===== src/design/cpt_pkg.sv =====
// ----------------------------------------------------------------------------
// cpt_pkg
// Shared types, codes and tables for the cascaded prescaled timer bank.
// ----------------------------------------------------------------------------
package cpt_pkg;

   localparam int NUM_TIMERS_DEFAULT = 4;
   localparam int IDX_W              = 2;
   localparam int DATA_W             = 16;
   localparam int IRQ_W              = 4;
   localparam int PRESCALE_W         = 10;
   localparam int LIMIT_W            = PRESCALE_W + 1;

   localparam int CTRL_CASCADE_BIT = 2;
   localparam int CTRL_IRQ_BIT     = 6;
   localparam int CTRL_ENABLE_BIT  = 7;

   localparam logic [DATA_W-1:0] COUNT_MAX = 16'hFFFF;

   typedef enum logic [1:0] {
      MODE_TICK    = 2'd0,
      MODE_CONTROL = 2'd1,
      MODE_RELOAD  = 2'd2,
      MODE_READ    = 2'd3
   } mode_type;

   typedef struct packed {
      logic       enable;
      logic       irq;
      logic       cascade;
      logic [1:0] prescale;
   } ctrl_type;

   typedef struct packed {
      mode_type          mode;
      logic [IDX_W-1:0]  timer_index;
      logic [DATA_W-1:0] write_data;
   } req_type;

   typedef struct packed {
      logic [IRQ_W-1:0]  irq_pulses;
      logic [DATA_W-1:0] read_value;
   } rsp_type;

   function automatic logic [LIMIT_W-1:0] prescale_limit(input logic [1:0] sel);
      logic [LIMIT_W-1:0] lim;
      case (sel)
         2'd0:    lim = 11'd1;
         2'd1:    lim = 11'd64;
         2'd2:    lim = 11'd256;
         default: lim = 11'd1024;
      endcase
      return lim;
   endfunction

endpackage


===== src/design/cpt_bank.sv =====
// ----------------------------------------------------------------------------
// cpt_bank
// Timer state and the single-pass update for one request: tick with
// prescale and cascade ripple, control write, reload write, counter read.
// ----------------------------------------------------------------------------
module cpt_bank #(
   parameter int NUM_TIMERS = cpt_pkg::NUM_TIMERS_DEFAULT
) (
   input  logic             clock,
   input  logic             reset,
   input  logic             go,
   input  cpt_pkg::req_type req,
   output cpt_pkg::rsp_type rsp
);

   localparam int IrqBits = cpt_pkg::IRQ_W;

   logic [cpt_pkg::DATA_W-1:0]     counter_ff   [NUM_TIMERS];
   logic [cpt_pkg::DATA_W-1:0]     counter_in   [NUM_TIMERS];
   logic [cpt_pkg::DATA_W-1:0]     reload_ff    [NUM_TIMERS];
   logic [cpt_pkg::DATA_W-1:0]     reload_in    [NUM_TIMERS];
   logic [cpt_pkg::PRESCALE_W-1:0] prescale_ff  [NUM_TIMERS];
   logic [cpt_pkg::PRESCALE_W-1:0] prescale_in  [NUM_TIMERS];
   cpt_pkg::ctrl_type              ctrl_ff      [NUM_TIMERS];
   cpt_pkg::ctrl_type              ctrl_in      [NUM_TIMERS];

   always_comb begin
      logic                        carry;
      logic                        step;
      logic                        ovf;
      logic                        sel;
      logic [cpt_pkg::LIMIT_W-1:0] pc;
      cpt_pkg::ctrl_type           cw;
      carry          = 1'b0;
      rsp.read_value = '0;
      rsp.irq_pulses = '0;
      cw.prescale    = req.write_data[1:0];
      cw.cascade     = req.write_data[cpt_pkg::CTRL_CASCADE_BIT];
      cw.irq         = req.write_data[cpt_pkg::CTRL_IRQ_BIT];
      cw.enable      = req.write_data[cpt_pkg::CTRL_ENABLE_BIT];
      for (int i = 0; i < NUM_TIMERS; i++) begin
         counter_in[i]  = counter_ff[i];
         reload_in[i]   = reload_ff[i];
         prescale_in[i] = prescale_ff[i];
         ctrl_in[i]     = ctrl_ff[i];
         sel  = (int'(req.timer_index) == i);
         step = 1'b0;
         ovf  = 1'b0;
         pc   = {1'b0, prescale_ff[i]} + cpt_pkg::LIMIT_W'(1);
         if (go) begin
            unique case (req.mode)
               cpt_pkg::MODE_TICK: begin
                  if (ctrl_ff[i].enable) begin
                     if (ctrl_ff[i].cascade) begin
                        step = carry;
                     end else if (pc >= cpt_pkg::prescale_limit(ctrl_ff[i].prescale)) begin
                        prescale_in[i] = '0;
                        step           = 1'b1;
                     end else begin
                        prescale_in[i] = pc[cpt_pkg::PRESCALE_W-1:0];
                     end
                  end
                  if (step) begin
                     if (counter_ff[i] == cpt_pkg::COUNT_MAX) begin
                        ovf           = 1'b1;
                        counter_in[i] = reload_ff[i];
                     end else begin
                        counter_in[i] = counter_ff[i] + cpt_pkg::DATA_W'(1);
                     end
                  end
                  if (i < IrqBits) begin
                     rsp.irq_pulses[i[1:0]] = ovf & ctrl_ff[i].irq;
                  end
               end
               cpt_pkg::MODE_CONTROL: begin
                  if (sel) begin
                     ctrl_in[i]     = cw;
                     prescale_in[i] = '0;
                     if (!ctrl_ff[i].enable && cw.enable) begin
                        counter_in[i] = reload_ff[i];
                     end
                  end
               end
               cpt_pkg::MODE_RELOAD: begin
                  if (sel) begin
                     reload_in[i] = req.write_data;
                  end
               end
               cpt_pkg::MODE_READ: begin
                  if (sel) begin
                     rsp.read_value = counter_ff[i];
                  end
               end
               default: begin
               end
            endcase
         end
         carry = ovf;
      end
   end

   always_ff @(posedge clock) begin
      if (reset) begin
         for (int i = 0; i < NUM_TIMERS; i++) begin
            counter_ff[i]  <= '0;
            reload_ff[i]   <= '0;
            prescale_ff[i] <= '0;
            ctrl_ff[i]     <= '0;
         end
      end else begin
         for (int i = 0; i < NUM_TIMERS; i++) begin
            counter_ff[i]  <= counter_in[i];
            reload_ff[i]   <= reload_in[i];
            prescale_ff[i] <= prescale_in[i];
            ctrl_ff[i]     <= ctrl_in[i];
         end
      end
   end

endmodule


===== src/design/cascaded_prescaled_timer_bank_top.sv =====
// ----------------------------------------------------------------------------
// cascaded_prescaled_timer_bank_top
// Bank of 16-bit up-counting timers with prescaler, cascade and IRQ pulses.
// ----------------------------------------------------------------------------
// Usage:
//   Requests enter on the req_ stream: req_tuser carries the mode (tick,
//   control write, reload write, counter read), req_tdata the timer index
//   and write data. Every request yields exactly one response on rsp_:
//   the counter on a read, the IRQ pulse bits on a tick, zero otherwise.
//   A request is registered in the input register on acceptance and processed
//   in one pass into the response register, which drives rsp_tvalid.
//   One request per cycle is sustained while rsp_tready stays high; the cycle
//   is set by the cascade carry rippling through all timers in one pass.
//   Reset clears all counters, reloads, prescalers and controls, so every
//   timer starts disabled, and empties both registers.
//   When the receiver stalls, the response holds; one more request may sit
//   in the input register, after which req_tready drops until rsp_tready
//   frees the response register.
// ----------------------------------------------------------------------------
module cascaded_prescaled_timer_bank_top #(
   parameter int NUM_TIMERS = cpt_pkg::NUM_TIMERS_DEFAULT
) (
   input  logic        clock,
   input  logic        reset,
   input  logic        req_tvalid,
   output logic        req_tready,
   input  logic [23:0] req_tdata,   // timer_index[1:0], write_data[17:2], zero pad
   input  logic [1:0]  req_tuser,   // mode[1:0]
   output logic        rsp_tvalid,
   input  logic        rsp_tready,
   output logic [23:0] rsp_tdata    // read_value[15:0], irq_pulses[19:16], zero pad
);

   logic             req_valid_ff;
   logic             req_valid_in;
   cpt_pkg::req_type req_ff;
   logic             rsp_valid_ff;
   logic             rsp_valid_in;
   cpt_pkg::rsp_type rsp_ff;
   cpt_pkg::rsp_type rsp_in;
   logic             advance;
   logic             accept;

   assign advance      = req_valid_ff && (!rsp_valid_ff || rsp_tready);
   assign req_tready   = !req_valid_ff || advance;
   assign accept       = req_tvalid && req_tready;
   assign req_valid_in = accept || (req_valid_ff && !advance);
   assign rsp_valid_in = advance || (rsp_valid_ff && !rsp_tready);

   cpt_bank #(
      .NUM_TIMERS(NUM_TIMERS)
   ) u_bank (
      .clock(clock),
      .reset(reset),
      .go   (advance),
      .req  (req_ff),
      .rsp  (rsp_in)
   );

   always_ff @(posedge clock) begin
      if (reset) begin
         req_valid_ff <= 1'b0;
         rsp_valid_ff <= 1'b0;
      end else begin
         req_valid_ff <= req_valid_in;
         rsp_valid_ff <= rsp_valid_in;
      end
   end

   always_ff @(posedge clock) begin
      if (accept) begin
         req_ff.mode        <= cpt_pkg::mode_type'(req_tuser);
         req_ff.timer_index <= req_tdata[1:0];
         req_ff.write_data  <= req_tdata[17:2];
      end
      if (advance) begin
         rsp_ff <= rsp_in;
      end
   end

   assign rsp_tvalid = rsp_valid_ff;
   assign rsp_tdata  = {4'b0, rsp_ff.irq_pulses, rsp_ff.read_value};

`ifndef NO_ASSERTIONS
   a_advance_fills: assert property (@(posedge clock) disable iff (reset)
      advance |=> rsp_valid_ff)
      else $error("processed request did not reach the response register");

   a_stall_holds_input: assert property (@(posedge clock) disable iff (reset)
      !req_tready |-> req_valid_ff && rsp_valid_ff && !rsp_tready)
      else $error("input blocked without a stalled response");

   a_irq_only_on_tick: assert property (@(posedge clock) disable iff (reset)
      advance && req_ff.mode != cpt_pkg::MODE_TICK |=> rsp_ff.irq_pulses == '0)
      else $error("irq pulses on a non-tick request");

   a_read_only_on_read: assert property (@(posedge clock) disable iff (reset)
      advance && req_ff.mode != cpt_pkg::MODE_READ |=> rsp_ff.read_value == '0)
      else $error("read value on a non-read request");
`endif

endmodule

===== config.mk =====
export PLATFORM = sky130hd
export DESIGN_NAME = cascaded_prescaled_timer_bank_top
export DESIGN_NICKNAME = d
export VERILOG_FILES = /design/src/design/cpt_pkg.sv /design/src/design/cpt_bank.sv /design/src/design/cascaded_prescaled_timer_bank_top.sv
export SDC_FILE = /design/constraint.sdc
export NUM_CORES = 1
export LEC_CHECK = 0
export BUFFER_PORTS_ARGS = -buffer_cell sky130_fd_sc_hd__buf_4
export CAP_MARGIN = 40
export CORE_MARGIN = 5
export CORE_UTILIZATION = 30
export DETAILED_ROUTE_END_ITERATION = 10
export PLACE_DENSITY_LB_ADDON = 0.05
export SLEW_MARGIN = 20
export SYNTH_ARGS = -nofsm -noshare
export SYNTH_HDL_FRONTEND = slang
export SYNTH_HIERARCHICAL = 1
export SYNTH_SLANG_ARGS = --single-unit

===== constraint.sdc =====
create_clock -name clock -period 6.7 [get_ports clock]
set_input_delay 0.335 -clock clock [delete_from_list [all_inputs] [get_ports clock]]
set_output_delay 0.335 -clock clock [all_outputs]
set_load 0.02 [all_outputs]

==> reports/metrics.cfg <==
[run_status]
status = complete, no violations

[timing]
min_period_ns = 4.44
hold_slack_ns = 0.0582
hold_violations = 0
fin_ws_ns = 2.26
fin_worst_skew_ns = 0.0143
final.period_utilization_pct = 66.3
slew_headroom_pct = 46.4
worstMarginPinSlew_ns = 0.799
drv_slew = 0
fin_tns_setup_ns = 0
rsz0062_at_grt = false
max_freq_mhz = 225
finalSetupViolCount = 0

[logic_synthesis]
synth_area_leaders = dfxtp_1 32%, edfxtp_1 10%, a21oi_1 8.3%, nand2_1 8.2%, nor2_1 4.1%
synth_area_per_cell_um2 = 8.10
ys_ff_latch = 230
synthesis.area_um2 = 11900
yosys.area.top_type = dfxtp_1
synthDistinctLibCells = 83
async_reset_ff_share_pct = 0
yosys.area.top_type_share_pct = 31.9
yosys_most_used_dff = dfxtp_1
ys_warn_count = 6
yosys-top-cells-count = 260 x nand2_1, 197 x a21oi_1, 190 x dfxtp_1, 131 x nor2_1, 77 x clkbuf_1
netlist_instances = 1472
synth_edf_count = 40
synth.most_common_cell = nand2_1
yosysSeqAreaShare_pct = 42.0

[clock_tree]
post_cts_resized = 0
numCtsBuffers = 30
clkTransAtPathRegs_ns = 0.06
clock_path_buffers = 3
cts.sinks = 230
clock_latency_ns = 0.57
cts_tree = yes
h-tree-depth = 1
root_buffer = clkbuf_16

[finish]
fin_nets = 1562
area_delta_synth_final_pct = 18.2
antenna-diode-count = 0
fill_cells = 4164
multiInputGateArea_um2 = 6420
drive_above_1_share_pct = 11.7
utilization_pct = 35.6
register_area_um2 = 5000

[pwr]
p_int_mw = 2.50
cellPowerDensity_nw_per_um2 = 233
ir_drop_mv = 0.180
leakage_nw = 4.70
swShare_pct = 23.9
p_seq_share_pct = 44.3
p_clk_share_pct = 50.8
netSwitchingPower_mw = 0.782
combinationalPowerShare_pct = 4.9

[floorplan]
io_pins = 56
die_h_um = 209
rows = 73
start_util_pct = 30.1
die_w_um = 209
fp.dieArea_um2 = 43800
core_area_um2 = 39500

[worst_setup_path]
ff2ff_path_depth = 15
setup.worst_path.start_class = register
cp.required_ns = 7.16
path_max_fanout = 15
worstSetupPathType = register to register
crit_path_end_kind = register
path_cells = ha_1, nand3_1, nor2_1, and3_1, xnor2_1, ha_1, or4_1, a31o_1, a211o_1, o21ai_2, a21oi_1, o311ai_4, buf_8, o21ai_0, o211a_1
slowest_delay_ns = 0.74
cpMostUsedCell = ha_1
arrival_ns = 4.90
cp_slowest_cell = o311ai_4

[drt]
detail-route-antenna-nets = 0
wl_um = 39800
routed_via_density = 5.29
firstDrtPassIters = 9
drt_iter0_drc = 691
routedWlPerCell_um = 19.4
num_vias = 10881
drcViolationCount = 0

[min_path]
hp-class = input pin to register
hold_depth = 3

[global_routing]
grt_max_degree = 86
overflow = 0
track_usage_pct = 17.7
antenna_found_initial = 0
grt_pass1_vias = 10406
grt_first_pass_wirelength_um = 62000

[run]
maxCapViolations = 0

[place]
port_buffers = 45
post-place-ws_ns = 2.29
gp_routability_congestion = 0.814
hpwl_um = 26800

## through the flow
step / instance area (um^2) / std cells / power (mW)
2_1_floorplan: 11900 / 1475 / 1.56
5_1_grt: 14100 / 2057 / 3.40
3_3_place_gp: 12600 / 1962 / 1.62
6_report: 14100 / 2057 / 3.28
3_5_place_dp: 12800 / 1975 / 1.63
4_1_cts: 14000 / 2052 / 3.33
## worst paths after layout
path,to,slack [ns],startpoint
max,u_bank/counter_ff[3][12]$_SDFFE_PP0P_,2.26,u_bank/prescale_ff[1][0]$_SDFFE_PP0P_
min,rsp_tvalid$_SDFF_PP0_,0.06,rsp_tready
min reg2reg,u_bank/reload_ff[3][15]$_SDFFE_PP0P_,0.45,u_bank/reload_ff[3][15]$_SDFFE_PP0P_
max reg2reg,u_bank/counter_ff[3][12]$_SDFFE_PP0P_,2.26,u_bank/prescale_ff[1][0]$_SDFFE_PP0P_
## final cells by class
class                   instances  share of cell area [%]
clock buffers                  46                    6.55
clock inverters                10                   0.737
inverters                      17                   0.453
multi-input cells            1129                    45.6
flip-flops and latches        230                    35.5
well taps                     525                    4.66
repair buffers                100                    6.48
## state kept, by name, indices dropped and copies added, names as in the netlist
name / cells
rsp_tdata: 20
u_bank/counter_ff: 64
rsp_tvalid: 1
u_bank/reload_ff: 64
req_valid_ff: 1
req_ff: 20
u_bank/prescale_ff: 40
u_bank/ctrl_ff: 20
## logic make-up after synthesis
| group | after synthesis | share of synthesized area (%) |
|---|---|---|
| AND/OR/NAND/NOR | 650 | 25.8 |
| AO/OA/AOI/OAI | 402 | 21.1 |
| flip-flops | 230 | 42.0 |
| buffers and inverters | 116 | 4.44 |
| multiplexers | 31 | 2.75 |
| adder cells (fa/ha/maj) | 24 | 2.52 |
| XOR/XNOR | 18 | 1.32 |
| other | 1 | 0.0315 |
## placed cells by master (no fill, tap or decap), types with 6 or more instances in the layout
cell and count:
o21ai_0 64, mux2_2 14, xnor2_1 9, nand4_1 18, dfxtp_1 190, clkbuf_16 31, clkinv_2 7, edfxtp_1 40
xor2_1 9, nand3_1 44, buf_4 63, ha_1 24, a31oi_1 9, nor3b_1 11, nand3b_1 8, a2bb2oi_1 7
clkbuf_1 6, or2_2 13, and3_1 25, clkbuf_8 9, o32ai_1 27, nor4_1 7, a222oi_1 15, mux2i_1 17
dlygate4sd3_1 21, a22oi_1 12, a21o_1 6, nor3_1 43, or3_1 25, nand2_1 260, or4_1 8, inv_1 17
nand2b_1 18, a211oi_1 8, a21oi_1 197, nor2b_1 10, nor2_1 131
## worst max-delay path, delay by kind of cell, from the launching register on
kind                     cells  cell delay, ns
AND/OR/NAND/NOR              4            1.12
XOR/XNOR                     1            0.10
buffers and inverters        1            0.24
adder cells (fa/ha/maj)      2            0.51
AO/OA/AOI/OAI                7            1.91
flip-flops                   1            0.43
## power groups by stage
stage / registers (mW) / clock network [mW] / logic, mW
2_1_floorplan: 1.47 / 0 / 0.0872
3_3_place_gp: 1.48 / 0 / 0.142
3_5_place_dp: 1.48 / 0 / 0.150
4_1_cts: 1.45 / 1.71 / 0.160
5_1_grt: 1.45 / 1.77 / 0.175
6_report: 1.45 / 1.66 / 0.161
## per-layer routing
metal	vias to the layer above	global-route usage, %	share of wire [%]
met5	-	0	0
met4	0	3.74	2.1
met3	46	2.18	3.8
met2	224	28.5	46
met1	5223	25.5	48
li1	5388	-	-
## repair_timing
| action | in CTS | in global routing |
|---|---|---|
| setup buffers | 0 | 0 |
| hold endpoints to repair | 21 | 0 |
| hold buffers | 21 | 0 |
Power figures use the tool's default switching activity.
